$ cat config.mk
export PLATFORM = sky130hd
export DESIGN_NAME = string_to_unsigned_integer
export DESIGN_NICKNAME = d
export VERILOG_FILES = /design/src/rtl/stu_pkg.sv /design/src/rtl/stu_front.sv /design/src/rtl/stu_queue.sv /design/src/rtl/stu_back.sv /design/src/rtl/string_to_unsigned_integer.sv
export SDC_FILE = /design/constraint.sdc
export NUM_CORES = 2
export LEC_CHECK = 0
export BUFFER_PORTS_ARGS = -buffer_cell sky130_fd_sc_hd__buf_4
export CORE_UTILIZATION = 41
export DETAILED_ROUTE_END_ITERATION = 8
export PLACE_DENSITY_LB_ADDON = 0.1
export SLEW_MARGIN = 10
export SYNTH_ARGS = -nofsm -noshare
export SYNTH_HDL_FRONTEND = slang
export SYNTH_HIERARCHICAL = 1
export SYNTH_SLANG_ARGS = --single-unit
$ cat constraint.sdc
create_clock -name clk -period 15.55 [get_ports clk]
set_clock_uncertainty 0.2 [all_clocks]
set_input_delay 0.7775 -clock clk [delete_from_list [all_inputs] [get_ports clk]]
set_output_delay 0.7775 -clock clk [all_outputs]
set_load 0.1 [all_outputs]
$ cat src/rtl/stu_pkg.sv
package stu_pkg;

	localparam int CHAR_W            = 8;
	localparam int VALUE_W           = 64;
	localparam int CONSUMED_W        = 12;
	localparam int BASE_W            = 6;
	localparam int DIGIT_W           = 6;
	localparam int PROD_W            = VALUE_W + BASE_W;
	localparam int OUT_DATA_W        = 80;
	localparam int MAX_COUNT_DEFAULT = 4095;
	localparam int QUEUE_DEPTH       = 4;
	localparam int QPTR_W            = $clog2(QUEUE_DEPTH);

	localparam logic [BASE_W-1:0]  BASE_RESET = 6'd10;
	localparam logic [BASE_W-1:0]  BASE_AUTO  = 6'd0;
	localparam logic [BASE_W-1:0]  BASE_MIN   = 6'd2;
	localparam logic [BASE_W-1:0]  BASE_MAX   = 6'd36;
	localparam logic [BASE_W-1:0]  BASE_OCT   = 6'd8;
	localparam logic [BASE_W-1:0]  BASE_DEC   = 6'd10;
	localparam logic [BASE_W-1:0]  BASE_HEX   = 6'd16;
	localparam logic [DIGIT_W-1:0] NO_DIGIT   = 6'd63;

	localparam logic [CHAR_W-1:0] CH_0     = 8'h30;
	localparam logic [CHAR_W-1:0] CH_9     = 8'h39;
	localparam logic [CHAR_W-1:0] CH_LC_A  = 8'h61;
	localparam logic [CHAR_W-1:0] CH_LC_Z  = 8'h7a;
	localparam logic [CHAR_W-1:0] CH_UC_A  = 8'h41;
	localparam logic [CHAR_W-1:0] CH_UC_Z  = 8'h5a;
	localparam logic [CHAR_W-1:0] CH_LC_X  = 8'h78;
	localparam logic [CHAR_W-1:0] CH_UC_X  = 8'h58;
	localparam logic [CHAR_W-1:0] CH_MINUS = 8'h2d;
	localparam logic [CHAR_W-1:0] CH_PLUS  = 8'h2b;
	localparam logic [CHAR_W-1:0] CH_SPACE = 8'h20;
	localparam logic [CHAR_W-1:0] CH_TAB   = 8'h09;
	localparam logic [CHAR_W-1:0] CH_CR    = 8'h0d;
	localparam logic [CHAR_W-1:0] DIGIT_ALPHA_OFS = 8'd10;

	// One classified character as it travels from front to back.
	typedef struct packed {
		logic               eot;
		logic               is_space;
		logic               is_plus;
		logic               is_minus;
		logic               is_zero;
		logic               is_x;
		logic [DIGIT_W-1:0] digit;
	} stu_entry_t;

	typedef struct packed {
		logic       valid;
		stu_entry_t entry;
	} stu_slot_t;

endpackage

$ cat src/rtl/stu_front.sv
module stu_front import stu_pkg::*; (
	input  logic              s_axis_tvalid,
	output logic              s_axis_tready,
	input  logic [CHAR_W-1:0] s_axis_tdata,   // [7:0] char_byte
	input  logic              s_axis_tlast,   // end_of_text
	input  logic              q_full,
	output stu_slot_t         push
);

	logic [CHAR_W-1:0] dig;

	always_comb begin
		if (s_axis_tdata >= CH_0 && s_axis_tdata <= CH_9) begin
			dig = s_axis_tdata - CH_0;
		end else if (s_axis_tdata >= CH_LC_A && s_axis_tdata <= CH_LC_Z) begin
			dig = s_axis_tdata - CH_LC_A + DIGIT_ALPHA_OFS;
		end else if (s_axis_tdata >= CH_UC_A && s_axis_tdata <= CH_UC_Z) begin
			dig = s_axis_tdata - CH_UC_A + DIGIT_ALPHA_OFS;
		end else begin
			dig = CHAR_W'(NO_DIGIT);
		end
	end

	assign s_axis_tready = !q_full;

	always_comb begin
		push.valid          = s_axis_tvalid && !q_full;
		push.entry.eot      = s_axis_tlast;
		push.entry.is_space = (s_axis_tdata == CH_SPACE) ||
		                      (s_axis_tdata >= CH_TAB && s_axis_tdata <= CH_CR);
		push.entry.is_plus  = (s_axis_tdata == CH_PLUS);
		push.entry.is_minus = (s_axis_tdata == CH_MINUS);
		push.entry.is_zero  = (s_axis_tdata == CH_0);
		push.entry.is_x     = (s_axis_tdata == CH_LC_X) || (s_axis_tdata == CH_UC_X);
		push.entry.digit    = dig[DIGIT_W-1:0];
	end

endmodule

$ cat src/rtl/stu_queue.sv
module stu_queue import stu_pkg::*; (
	input  logic      clk,
	input  logic      arst_n,
	input  stu_slot_t push,
	output logic      full,
	input  logic      pop,
	output stu_slot_t head
);

	stu_entry_t        mem_q [QUEUE_DEPTH];
	logic [QPTR_W-1:0] wr_ptr_q;
	logic [QPTR_W-1:0] rd_ptr_q;
	logic [QPTR_W:0]   cnt_q;
	logic              do_push;
	logic              do_pop;

	assign full    = (cnt_q == (QPTR_W+1)'(QUEUE_DEPTH));
	assign do_push = push.valid && !full;
	assign do_pop  = pop && (cnt_q != '0);

	assign head.valid = (cnt_q != '0);
	assign head.entry = mem_q[rd_ptr_q];

	always_ff @(posedge clk) begin
		if (do_push) begin
			mem_q[wr_ptr_q] <= push.entry;
		end
	end

	always_ff @(posedge clk or negedge arst_n) begin
		if (!arst_n) begin
			wr_ptr_q <= '0;
			rd_ptr_q <= '0;
			cnt_q    <= '0;
		end else begin
			if (do_push) begin
				wr_ptr_q <= wr_ptr_q + 1'b1;
			end
			if (do_pop) begin
				rd_ptr_q <= rd_ptr_q + 1'b1;
			end
			if (do_push && !do_pop) begin
				cnt_q <= cnt_q + 1'b1;
			end else if (do_pop && !do_push) begin
				cnt_q <= cnt_q - 1'b1;
			end
		end
	end

	a_no_overfill: assert property (@(posedge clk) disable iff (!arst_n)
		cnt_q <= (QPTR_W+1)'(QUEUE_DEPTH))
		else $error("queue count beyond depth");

	a_full_blocks_push: assert property (@(posedge clk) disable iff (!arst_n)
		full && !do_pop |=> $stable(wr_ptr_q))
		else $error("queue written while full");

	a_ptr_gap: assert property (@(posedge clk) disable iff (!arst_n)
		QPTR_W'(cnt_q) == QPTR_W'(wr_ptr_q - rd_ptr_q))
		else $error("queue pointers disagree with count");

endmodule

$ cat src/rtl/stu_back.sv
module stu_back import stu_pkg::*; #(
	parameter int MAX_COUNT = MAX_COUNT_DEFAULT
) (
	input  logic                  clk,
	input  logic                  arst_n,
	input  logic [BASE_W-1:0]     base_setting,
	input  stu_slot_t             head,
	output logic                  pop,
	output logic                  m_axis_tvalid,
	input  logic                  m_axis_tready,
	output logic [OUT_DATA_W-1:0] m_axis_tdata,
	output logic                  m_axis_tuser
);

	localparam int CNT_W = $clog2(MAX_COUNT + 1);

	typedef enum logic [5:0] {
		PH_SPACE  = 6'b000001,
		PH_SIGN   = 6'b000010,
		PH_ZERO   = 6'b000100,
		PH_XSEEN  = 6'b001000,
		PH_DIGITS = 6'b010000,
		PH_DONE   = 6'b100000
	} phase_t;

	phase_t             phase_q, phase_d, ph, fin_ph;
	logic [VALUE_W-1:0] acc_q, acc_d;
	logic               ovf_q, ovf_d;
	logic               minus_q, minus_d;
	logic [BASE_W-1:0]  wbase_q, wbase_d, wb;
	logic [CNT_W-1:0]   cnt_q, cnt_d, cnt_inc;
	logic [CNT_W-1:0]   fb_q, fb_d;
	logic               handled;
	logic               produce;
	logic               go;
	logic [PROD_W-1:0]  prod;
	stu_entry_t         e;

	logic                  out_valid_q;
	logic [VALUE_W-1:0]    out_value_q, res_value;
	logic [CONSUMED_W-1:0] out_cnt_q, res_cnt;
	logic                  out_oor_q, res_oor;

	function automatic logic digit_ok(logic [DIGIT_W-1:0] d, logic [BASE_W-1:0] b);
		return (b >= BASE_MIN) && (b <= BASE_MAX) && (BASE_W'(d) < b);
	endfunction

	assign e       = head.entry;
	assign go      = head.valid && (!out_valid_q || m_axis_tready);
	assign pop     = go;
	assign cnt_inc = (cnt_q < CNT_W'(MAX_COUNT)) ? cnt_q + 1'b1 : cnt_q;
	assign prod    = PROD_W'(acc_q) * PROD_W'(wb) + PROD_W'(e.digit);

	always_comb begin
		phase_d = phase_q;
		acc_d   = acc_q;
		ovf_d   = ovf_q;
		minus_d = minus_q;
		wbase_d = wbase_q;
		cnt_d   = cnt_q;
		fb_d    = fb_q;
		ph      = phase_q;
		fin_ph  = phase_q;
		wb      = wbase_q;
		handled = 1'b0;
		produce = 1'b0;
		if (go && e.eot) begin
			// terminator: report unless already reported, then rearm
			produce = (phase_q != PH_DONE);
			phase_d = PH_SPACE;
			acc_d   = '0;
			ovf_d   = 1'b0;
			minus_d = 1'b0;
			wbase_d = '0;
			cnt_d   = '0;
			fb_d    = '0;
		end else if (go) begin
			if (ph == PH_SPACE) begin
				if (e.is_space) begin
					cnt_d   = cnt_inc;
					handled = 1'b1;
				end else if (e.is_plus || e.is_minus) begin
					minus_d = e.is_minus;
					cnt_d   = cnt_inc;
					phase_d = PH_SIGN;
					handled = 1'b1;
				end else begin
					ph = PH_SIGN;
				end
			end
			if (!handled && ph == PH_SIGN) begin
				if (e.is_zero && (base_setting == BASE_AUTO || base_setting == BASE_HEX)) begin
					cnt_d   = cnt_inc;
					fb_d    = cnt_inc;
					wbase_d = base_setting;
					acc_d   = '0;
					phase_d = PH_ZERO;
				end else begin
					wb      = (base_setting == BASE_AUTO) ? BASE_DEC : base_setting;
					wbase_d = wb;
					if (digit_ok(e.digit, wb)) begin
						acc_d   = VALUE_W'(e.digit);
						cnt_d   = cnt_inc;
						phase_d = PH_DIGITS;
					end else begin
						produce = 1'b1;
						fin_ph  = PH_SIGN;
						phase_d = PH_DONE;
					end
				end
				handled = 1'b1;
			end
			if (!handled && ph == PH_ZERO) begin
				if (e.is_x) begin
					cnt_d   = cnt_inc;
					wbase_d = BASE_HEX;
					phase_d = PH_XSEEN;
					handled = 1'b1;
				end else begin
					wb      = (wbase_q == BASE_AUTO) ? BASE_OCT : BASE_HEX;
					wbase_d = wb;
					ph      = PH_DIGITS;
				end
			end
			if (!handled && ph == PH_XSEEN) begin
				if (digit_ok(e.digit, BASE_HEX)) begin
					acc_d   = VALUE_W'(e.digit);
					cnt_d   = cnt_inc;
					phase_d = PH_DIGITS;
				end else begin
					produce = 1'b1;
					fin_ph  = PH_XSEEN;
					phase_d = PH_DONE;
				end
				handled = 1'b1;
			end
			if (!handled && ph == PH_DIGITS) begin
				if (digit_ok(e.digit, wb)) begin
					// any bit above the low 64 bits of acc*base+digit is an overflow
					ovf_d   = ovf_q || (prod[PROD_W-1:VALUE_W] != '0);
					acc_d   = prod[VALUE_W-1:0];
					cnt_d   = cnt_inc;
					phase_d = PH_DIGITS;
				end else begin
					produce = 1'b1;
					fin_ph  = PH_DIGITS;
					phase_d = PH_DONE;
				end
			end
		end
	end

	always_comb begin
		res_value = '0;
		res_cnt   = '0;
		res_oor   = 1'b0;
		unique case (fin_ph) inside
			PH_XSEEN: begin
				// 0x without a hex digit: count stops after the 0
				res_cnt = CONSUMED_W'(fb_q);
			end
			PH_ZERO, PH_DIGITS: begin
				res_cnt = CONSUMED_W'(cnt_q);
				if (ovf_q) begin
					res_value = '1;
					res_oor   = 1'b1;
				end else begin
					res_value = minus_q ? (VALUE_W'(0) - acc_q) : acc_q;
				end
			end
			default: begin
				res_value = '0;
			end
		endcase
	end

	always_ff @(posedge clk or negedge arst_n) begin
		if (!arst_n) begin
			phase_q <= PH_SPACE;
			acc_q   <= '0;
			ovf_q   <= 1'b0;
			minus_q <= 1'b0;
			wbase_q <= '0;
			cnt_q   <= '0;
			fb_q    <= '0;
		end else begin
			phase_q <= phase_d;
			acc_q   <= acc_d;
			ovf_q   <= ovf_d;
			minus_q <= minus_d;
			wbase_q <= wbase_d;
			cnt_q   <= cnt_d;
			fb_q    <= fb_d;
		end
	end

	always_ff @(posedge clk or negedge arst_n) begin
		if (!arst_n) begin
			out_valid_q <= 1'b0;
		end else if (produce) begin
			out_valid_q <= 1'b1;
		end else if (m_axis_tready) begin
			out_valid_q <= 1'b0;
		end
	end

	always_ff @(posedge clk) begin
		if (produce) begin
			out_value_q <= res_value;
			out_cnt_q   <= res_cnt;
			out_oor_q   <= res_oor;
		end
	end

	assign m_axis_tvalid = out_valid_q;
	assign m_axis_tdata  = OUT_DATA_W'({out_cnt_q, out_value_q});
	assign m_axis_tuser  = out_oor_q;

	a_oor_saturates: assert property (@(posedge clk) disable iff (!arst_n)
		out_valid_q && out_oor_q |-> out_value_q == '1)
		else $error("out-of-range result not saturated");

	a_hold_when_stalled: assert property (@(posedge clk) disable iff (!arst_n)
		out_valid_q && !m_axis_tready |-> !go)
		else $error("item consumed while result stalled");

	a_done_silent: assert property (@(posedge clk) disable iff (!arst_n)
		go && phase_q == PH_DONE && !e.eot |-> !produce)
		else $error("second result for one text");

	a_eot_rearms: assert property (@(posedge clk) disable iff (!arst_n)
		go && e.eot |=> phase_q == PH_SPACE && cnt_q == '0)
		else $error("terminator did not rearm scan");

	a_digit_base: assert property (@(posedge clk) disable iff (!arst_n)
		phase_q == PH_DIGITS |-> wbase_q >= BASE_MIN && wbase_q <= BASE_MAX)
		else $error("digit phase with invalid base");

endmodule

$ cat src/rtl/string_to_unsigned_integer.sv
// A terminating or stopping character is classified by the front and written into the
//   queue, then the back's scan step registers its result onto m_axis.
// Throughput: one character per cycle, set by the back's combinational multiply-add
//   of the accumulator by the base; the back pauses only while a result waits.
// Reset: arst_n asynchronously clears the scan, the queue and the output stage and
//   loads base_setting with 10; there is no clearing pass.
module string_to_unsigned_integer import stu_pkg::*; #(
	parameter int MAX_COUNT = MAX_COUNT_DEFAULT
) (
	input  logic                  clk,
	input  logic                  arst_n,
	// configuration write channel
	input  logic                  cfg_valid,
	output logic                  cfg_ready,
	input  logic [BASE_W-1:0]     cfg_data,       // [5:0] base_setting
	// character stream in
	input  logic                  s_axis_tvalid,
	output logic                  s_axis_tready,
	input  logic [CHAR_W-1:0]     s_axis_tdata,   // [7:0] char_byte
	input  logic                  s_axis_tlast,   // end_of_text
	// result stream out
	output logic                  m_axis_tvalid,
	input  logic                  m_axis_tready,
	output logic [OUT_DATA_W-1:0] m_axis_tdata,   // [63:0] value, [75:64] consumed_count,
	                                              // [79:76] zero
	output logic                  m_axis_tuser    // out_of_range
);

	logic [BASE_W-1:0] base_q;
	stu_slot_t         push;
	stu_slot_t         head;
	logic              q_full;
	logic              pop;

	// The base register takes a write in any cycle; writes should land only while idle, which the user must ensure.
	assign cfg_ready = 1'b1;

	always_ff @(posedge clk or negedge arst_n) begin
		if (!arst_n) begin
			base_q <= BASE_RESET;
		end else if (cfg_valid) begin
			base_q <= cfg_data;
		end
	end

	// Front: accept a character and classify it (digit value, space, sign, zero, x).
	stu_front u_front (
		.s_axis_tvalid (s_axis_tvalid),
		.s_axis_tready (s_axis_tready),
		.s_axis_tdata  (s_axis_tdata),
		.s_axis_tlast  (s_axis_tlast),
		.q_full        (q_full),
		.push          (push)
	);

	// Short queue: lets the front keep taking items while the back holds a result.
	stu_queue u_queue (
		.clk    (clk),
		.arst_n (arst_n),
		.push   (push),
		.full   (q_full),
		.pop    (pop),
		.head   (head)
	);

	// Back: scan phases, base resolution, accumulate with overflow, result register.
	stu_back #(
		.MAX_COUNT (MAX_COUNT)
	) u_back (
		.clk           (clk),
		.arst_n        (arst_n),
		.base_setting  (base_q),
		.head          (head),
		.pop           (pop),
		.m_axis_tvalid (m_axis_tvalid),
		.m_axis_tready (m_axis_tready),
		.m_axis_tdata  (m_axis_tdata),
		.m_axis_tuser  (m_axis_tuser)
	);

endmodule

After elaboration in Yosys (flattened, before gate mapping)

Memories as Yosys holds them, arrays and structs flattened.
Index checks and enable logic that the tools add are counted.

Add/sub/neg operators: 12
Multipliers: 1
$lt $le $gt $ge: 16
Equality and inequality tests: 18
Muxes and demuxes: 124
Reduce and logical (&&, ||, !) cells: 53

Operators by type and width:

| cell                                                              | number |
|---|---|
| 2-to-1 mux 64 bit                                                 | 11 |
| 2-to-1 mux 6 bit                                                  | 50 |
| 2-to-1 mux 12 bit                                                 | 21 |
| adder 70 x 6 -> 70 bit                                            | 1 |
| multiplier 64 x 6 -> 70 bit                                       | 1 |
| subtractor 1 x 64 -> 64 bit, first input constant                 | 1 |
| 2-to-1 mux 1 bit                                                  | 38 |
| equality test 8 x 6 -> 1 bit, second input constant               | 4 |
| one-hot mux 12 bit (2 select lines)                               | 1 |
| logical AND 1 bit                                                 | 20 |
| equality test 6 x 5 -> 1 bit, second input constant               | 3 |
| nonzero test 2 bit                                                | 9 |
| equality test 8 x 7 -> 1 bit, second input constant               | 2 |
| greater-or-equal comparator 8 x 7 -> 1 bit, second input constant | 2 |
| less-or-equal comparator 8 x 7 -> 1 bit, second input constant    | 2 |
| adder 12 x 1 -> 12 bit, second input constant                     | 1 |
| adder 6 x 4 -> 6 bit, second input constant                       | 2 |
| equality test 6 x 3 -> 1 bit, second input constant               | 2 |
| equality test 6 x 4 -> 1 bit, second input constant               | 2 |
| greater-or-equal comparator 6 x 2 -> 1 bit, second input constant | 2 |
| less-or-equal comparator 6 bit, second input constant             | 2 |
| logical NOT 6 bit                                                 | 2 |
| < comparator 12 bit, second input constant                        | 1 |
| < comparator 6 bit                                                | 2 |
| other kinds (25)                                                  | 42 |

Flip-flop bits (word level): 193
Bits in writable memories: 48
Input port bits: 20
Output and inout port bits: 84
Logic and storage cells: 240
Memories kept: 1

Memory list:

| name          | words | bits a word | read ports | clocked after Yosys merged registers in | wr ports | RTL line        | text |
|---|---|---|---|---|---|---|---|
| u_queue.mem_q | 4     | 12          | 1          | 0                                       | 1        | stu_queue.sv:10 | `stu_entry_t mem_q [QUEUE_DEPTH];` |

Logic depth before layout (Yosys ltp)

An unclocked memory read counts as a cell.

Word-level depth: 30
Depth in mapped cells: 31
Depth with buffers taken out: 28

Cells and area by module

The synthesis kept the hierarchy.

By module, submodules not included:

| module                     | instances | cells each | area each (µm²) | sequential area each (µm²) |
|---|---|---|---|---|
| stu_back                   | 1         | 2426       | 22726.8         | 4890.9 |
| stu_queue                  | 1         | 98         | 2179.6          | 1616.6 |
| stu_front                  | 1         | 75         | 509.2           | 0.0 |
| string_to_unsigned_integer | 1         | 15         | 265.3           | 152.6 |

Worst setup path after synthesis

OpenSTA, ideal clock, no wires.

Path kind: reg2reg
From: register u_queue.rd_ptr_q[0]
To: register u_back.out_oor_q, in the netlist u_back/m_axis_tuser, enable pin
Setup time: 0.629 ns
Arrival time: 8.952 ns
Data required time: 14.721 ns
Slack: 5.768 ns
Stages on the path, launching flop included: 18
Buffers on the path: 2
Period minus slack after synthesis: 9.782 ns
Path through: dfrtp_1 buf_6 buf_6 mux4_2 nor3_1 a21bo_2 nand2_1 nor2_1 nand2_1 a31oi_1 inv_1 ha_1 nand3_1 o21ai_0 a21oi_1 o311ai_4 a222oi_1 a211oi_1

RTL lines:

| element                | RTL line        | text |
|---|---|---|
| start, declared        | stu_queue.sv:12 | `logic [QPTR_W-1:0] rd_ptr_q;` |
| start signal, assigned | stu_queue.sv:40 | `rd_ptr_q <= rd_ptr_q + 1'b1;` |
| end signal, assigned   | stu_back.sv:211 | `out_oor_q <= res_oor;` |
| end, declared          | stu_back.sv:42  | `logic out_oor_q, res_oor;` |

==> impl_metrics.env <==
export IMPL_yosysWarnings=6
export IMPL_cts_setup_buffers=0
export IMPL_source_to_sink_clock_delay_at_the_later_pin_of_the_worst_skew_pair_ns=0.57
export IMPL_worst_endpoint_required_ns=15.80
export IMPL_slew_headroom_pct=24.65
export IMPL_maxUsedRoutingLayer="met4"
export IMPL_cts_reportedPaths_clkPinSlew_ns=0.06
export IMPL_postLayoutCoreUtil_pct=45.37
export IMPL_place_inst=3379
export IMPL_tightest_slew_ns=1.130
export IMPL_gr_total_overflow=0
export IMPL_first_global_vias=20505
export IMPL_clockBufferDepth=3
export IMPL_post_route_period_util_pct=61.28
export IMPL_groute_usage_overall_pct=23.47
export IMPL_die_width_microns=252.3
export IMPL_area_delta_synth_final_pct=9.228
export IMPL_dieHeight_microns=252.3
export IMPL_regToRegStartpoint="u_queue/rd_ptr_q[0]"
export IMPL_clock_root_buffer="clkbuf_16"
export IMPL_ioPinCount=104
export IMPL_start_util_pct=41.54
export IMPL_tritoncts_clock_tree="yes"
export IMPL_endpoint_class_of_the_critical_path="register"
export IMPL_core_outline_area_sq_um=61830
export IMPL_crit_arrival_ns=9.78
export IMPL_min_period_ns=9.529
export IMPL_met1Wirelength_mm=33.73
export IMPL_critical_path_max_fanout=64
export IMPL_post_route_antenna_net_violation_count=0
export IMPL_met2RoutedLength_mm=35.31
export IMPL_input_output_buffers=98
export IMPL_syn_area_sq_um=25680
export IMPL_reported_leakage_power_uw=0.01272
export IMPL_worst_r2r_endpoint="u_back/acc_q[62]"
export IMPL_crit_path_top_delay_cell="dfrtp_1"
export IMPL_first_pass_iters=8
export IMPL_regToRegSetupSlack_ns=6.02
export IMPL_gpl_final_weighted_congestion=0.8976
export IMPL_grt_first_pass_wirelength_mm=117.8
export IMPL_fin_hold_ws_ns=0.1186
export IMPL_cts_repair_resize_count=0
export IMPL_irDropWorstVdd_mv=0.1559
export IMPL_report_power_total_uw=3915
export IMPL_dominantRegCellSynth="edfxtp_1"
export IMPL_detail_route_wl_per_cell_microns=21.28
export IMPL_maxCapViolCount=0
export IMPL_die_area_sq_um=63640
export IMPL_setup_violations=0
export IMPL_drive_above_1_share_pct=10.03
export IMPL_rsz0062_at_grt="false"
export IMPL_powerDensity_nw_per_um2=139.6
export IMPL_cts_hold_buffers=0
export IMPL_timing_final_max_slew_violations=0
export IMPL_drcViolationCount=0
export IMPL_timing_hold_worst_class="in -> async"
export IMPL_synthesis_area_per_instance_sq_um=9.824
export IMPL_antenna_diode_count=0
export IMPL_final_hold_violation_count=0
export IMPL_asyncSetResetFlopFracSynth_pct=48.13
export IMPL_drt_iter0_markers=1274
export IMPL_num_nets_final=3022
export IMPL_final_cell_count_without_fillers=3440
export IMPL_wl_mm=73.21
export IMPL_postSynthCellCount=2614
export IMPL_synth_seq_area_share_pct=25.93
export IMPL_clock_sink_total=241
export IMPL_run_status="finished clean"
export IMPL_hpwl_mm=53.21
export IMPL_vias_per_cell=5.680
export IMPL_routed_via_count=19540
export IMPL_rows=91
export IMPL_critical_path_class="reg -> reg"
export IMPL_crit_path_frequent_cell="fa_1"
export IMPL_met3_length_mm=2.786
export IMPL_pin_count_of_the_biggest_net_entering_global_routing=79
export IMPL_critical_path_max_stage_delay_ns=0.88
export IMPL_worst_setup_start_kind="register"
export IMPL_cts_buffers_inserted=34
export IMPL_synth_seq_cells=241
export IMPL_initial_antenna_violation_count=0
export IMPL_synth_edf_count=125
export IMPL_reg2reg_depth=28
export IMPL_ys_top_cells_by_area="fa_1 20%, edfxtp_1 15%, dfrtp_1 11%, ha_1 8.3%, and2_1 4.8%"
export IMPL_h_tree_depth=2
export IMPL_netlist_top_cell_by_area="fa_1"
export IMPL_finalSetupTns_ns=0
export IMPL_area_share_of_the_largest_cell_type_after_synthesis_pct=19.72
export IMPL_synthDistinctLibCells=102
export IMPL_timing_fmax_ghz=0.1049
-- cells by family after synthesis --
| family | Yosys count | share of synthesized area (%) |
|---|---|---|
| buffers and inverters | 292 | 4.741 |
| XOR/XNOR | 134 | 4.570 |
| multiplexers | 26 | 1.749 |
| adder cells (fa/ha/maj) | 424 | 28.05 |
| AND/OR/NAND/NOR | 891 | 19.22 |
| flip-flops | 241 | 25.93 |
| other | 2 | 0.02924 |
| AO/OA/AOI/OAI | 604 | 15.71 |
-- how the worst max path moves through the flow --
stage,startpoint,to,slack (ns),cells past startpoint
6_report,u_queue/rd_ptr_q[0],u_back/acc_q[62],6.02,28
4_1_cts,u_queue/rd_ptr_q[0],u_back/acc_q[62],6.03,28
2_1_floorplan,u_queue/rd_ptr_q[0],u_back/m_axis_tuser,5.77,17
3_5_place_dp,u_queue/rd_ptr_q[0],u_back/acc_q[62],6.06,28
5_1_grt,u_queue/rd_ptr_q[0],u_back/acc_q[62],5.46,28
3_3_place_gp,u_queue/rd_ptr_q[0],u_back/acc_q[49],6.21,22
-- cell type report --
cell class              count  area, sq um
well taps                 837         1047
repair buffers            114        855.8
flip-flops and latches    241         6661
clock inverters            19        262.8
clock buffers              42        942.2
inverters                 103        386.6
fillers                  5874        33770
multi-input cells        2084        17890
-- routing by layer --
layer / GRT usage (%) / vias to the layer above
met1: 32.33 / 10004
li1: - / 9025
met5: 0 / -
met2: 39.31 / 425
met4: 5.229 / 0
met3: 3.038 / 86
-- metrics by stage --
step | instance area [sq um] | setup WS [ns]
detailed placement | 26850 | 6.060
floorplan | 25690 | 5.768
global route | 28050 | 5.461
global placement | 26850 | 6.213
CTS | 28050 | 6.031
finish | 28050 | 6.021
-- cell usage in the layout (no fill, tap or decap), drive strengths merged, types with 25 or more instances in the layout --
master,Yosys,final
a21o,37,37
a21oi,195,195
a22o,62,62
and2,202,202
buf,30,114
clkbuf,159,42
dfrtp,113,113
edfxtp,125,125
fa,253,253
ha,171,171
inv,102,107
nand2,170,170
nand2b,40,40
nand3,38,38
nand4,25,25
nor2,107,107
nor2b,190,190
nor3,41,41
o21ai,122,122
o31ai,29,29
xnor2,47,47
xor2,87,87
-- flip-flops by register name, indices dropped and copies added, names as in the netlist --
signal,flops
u_back/phase_q,6
u_queue/mem_q,48
u_back/fb_q,12
u_back/out_cnt_q,12
base_q,6
u_back/acc_q,64
u_back/minus_q,1
u_back/out_value_q,64
u_back/m_axis_tvalid,1
u_back/ovf_q,1
u_queue/cnt_q,3
u_back/wbase_q,6
u_queue/rd_ptr_q,2
u_back/m_axis_tuser,1
u_back/cnt_q,12
u_queue/wr_ptr_q,2
-- critical path: cells and delay by family (launching register included) --
family / cells / cell delay [ns]
AO/OA/AOI/OAI: 12 / 3.36
adder cells (fa/ha/maj): 5 / 2.34
AND/OR/NAND/NOR: 5 / 1.01
flip-flops: 1 / 0.88
buffers and inverters: 4 / 0.86
multiplexers: 1 / 0.63
XOR/XNOR: 1 / 0.11
-- power breakdown --
group / leakage (uW) / switching [uW] / internal [uW]
clock: 0.000572 / 341 / 507
combinational: 0.00938 / 1650 / 422
sequential: 0.00276 / 112 / 881
total: 0.0127 / 2110 / 1810
-- Yosys cell counts (6+ instances only) --
library cell,n
nor2b_1,189
and3_1,17
nand2b_1,40
o41ai_1,11
o22ai_1,6
or4_1,10
fa_1,253
nor2_1,107
a22oi_1,9
buf_6,11
a21boi_0,7
mux2_4,7
dfrtp_1,113
inv_1,100
o21bai_1,9
nor3_1,38
nor4_1,8
xnor2_1,47
buf_4,7
nand4_1,24
a21o_1,37
nand3_1,38
buf_2,9
o21ai_1,9
ha_1,171
nand2_1,170
clkbuf_1,158
edfxtp_1,125
mux4_2,12
a22o_1,62
or2_2,11
a211oi_1,12
xor2_1,87
or3_1,7
a21oi_1,193
a31oi_1,13
and2_1,197
o31ai_1,27
o211ai_1,14
o21ai_0,110
o21a_1,9
No activity file was read; power rests on OpenSTA's default activity.
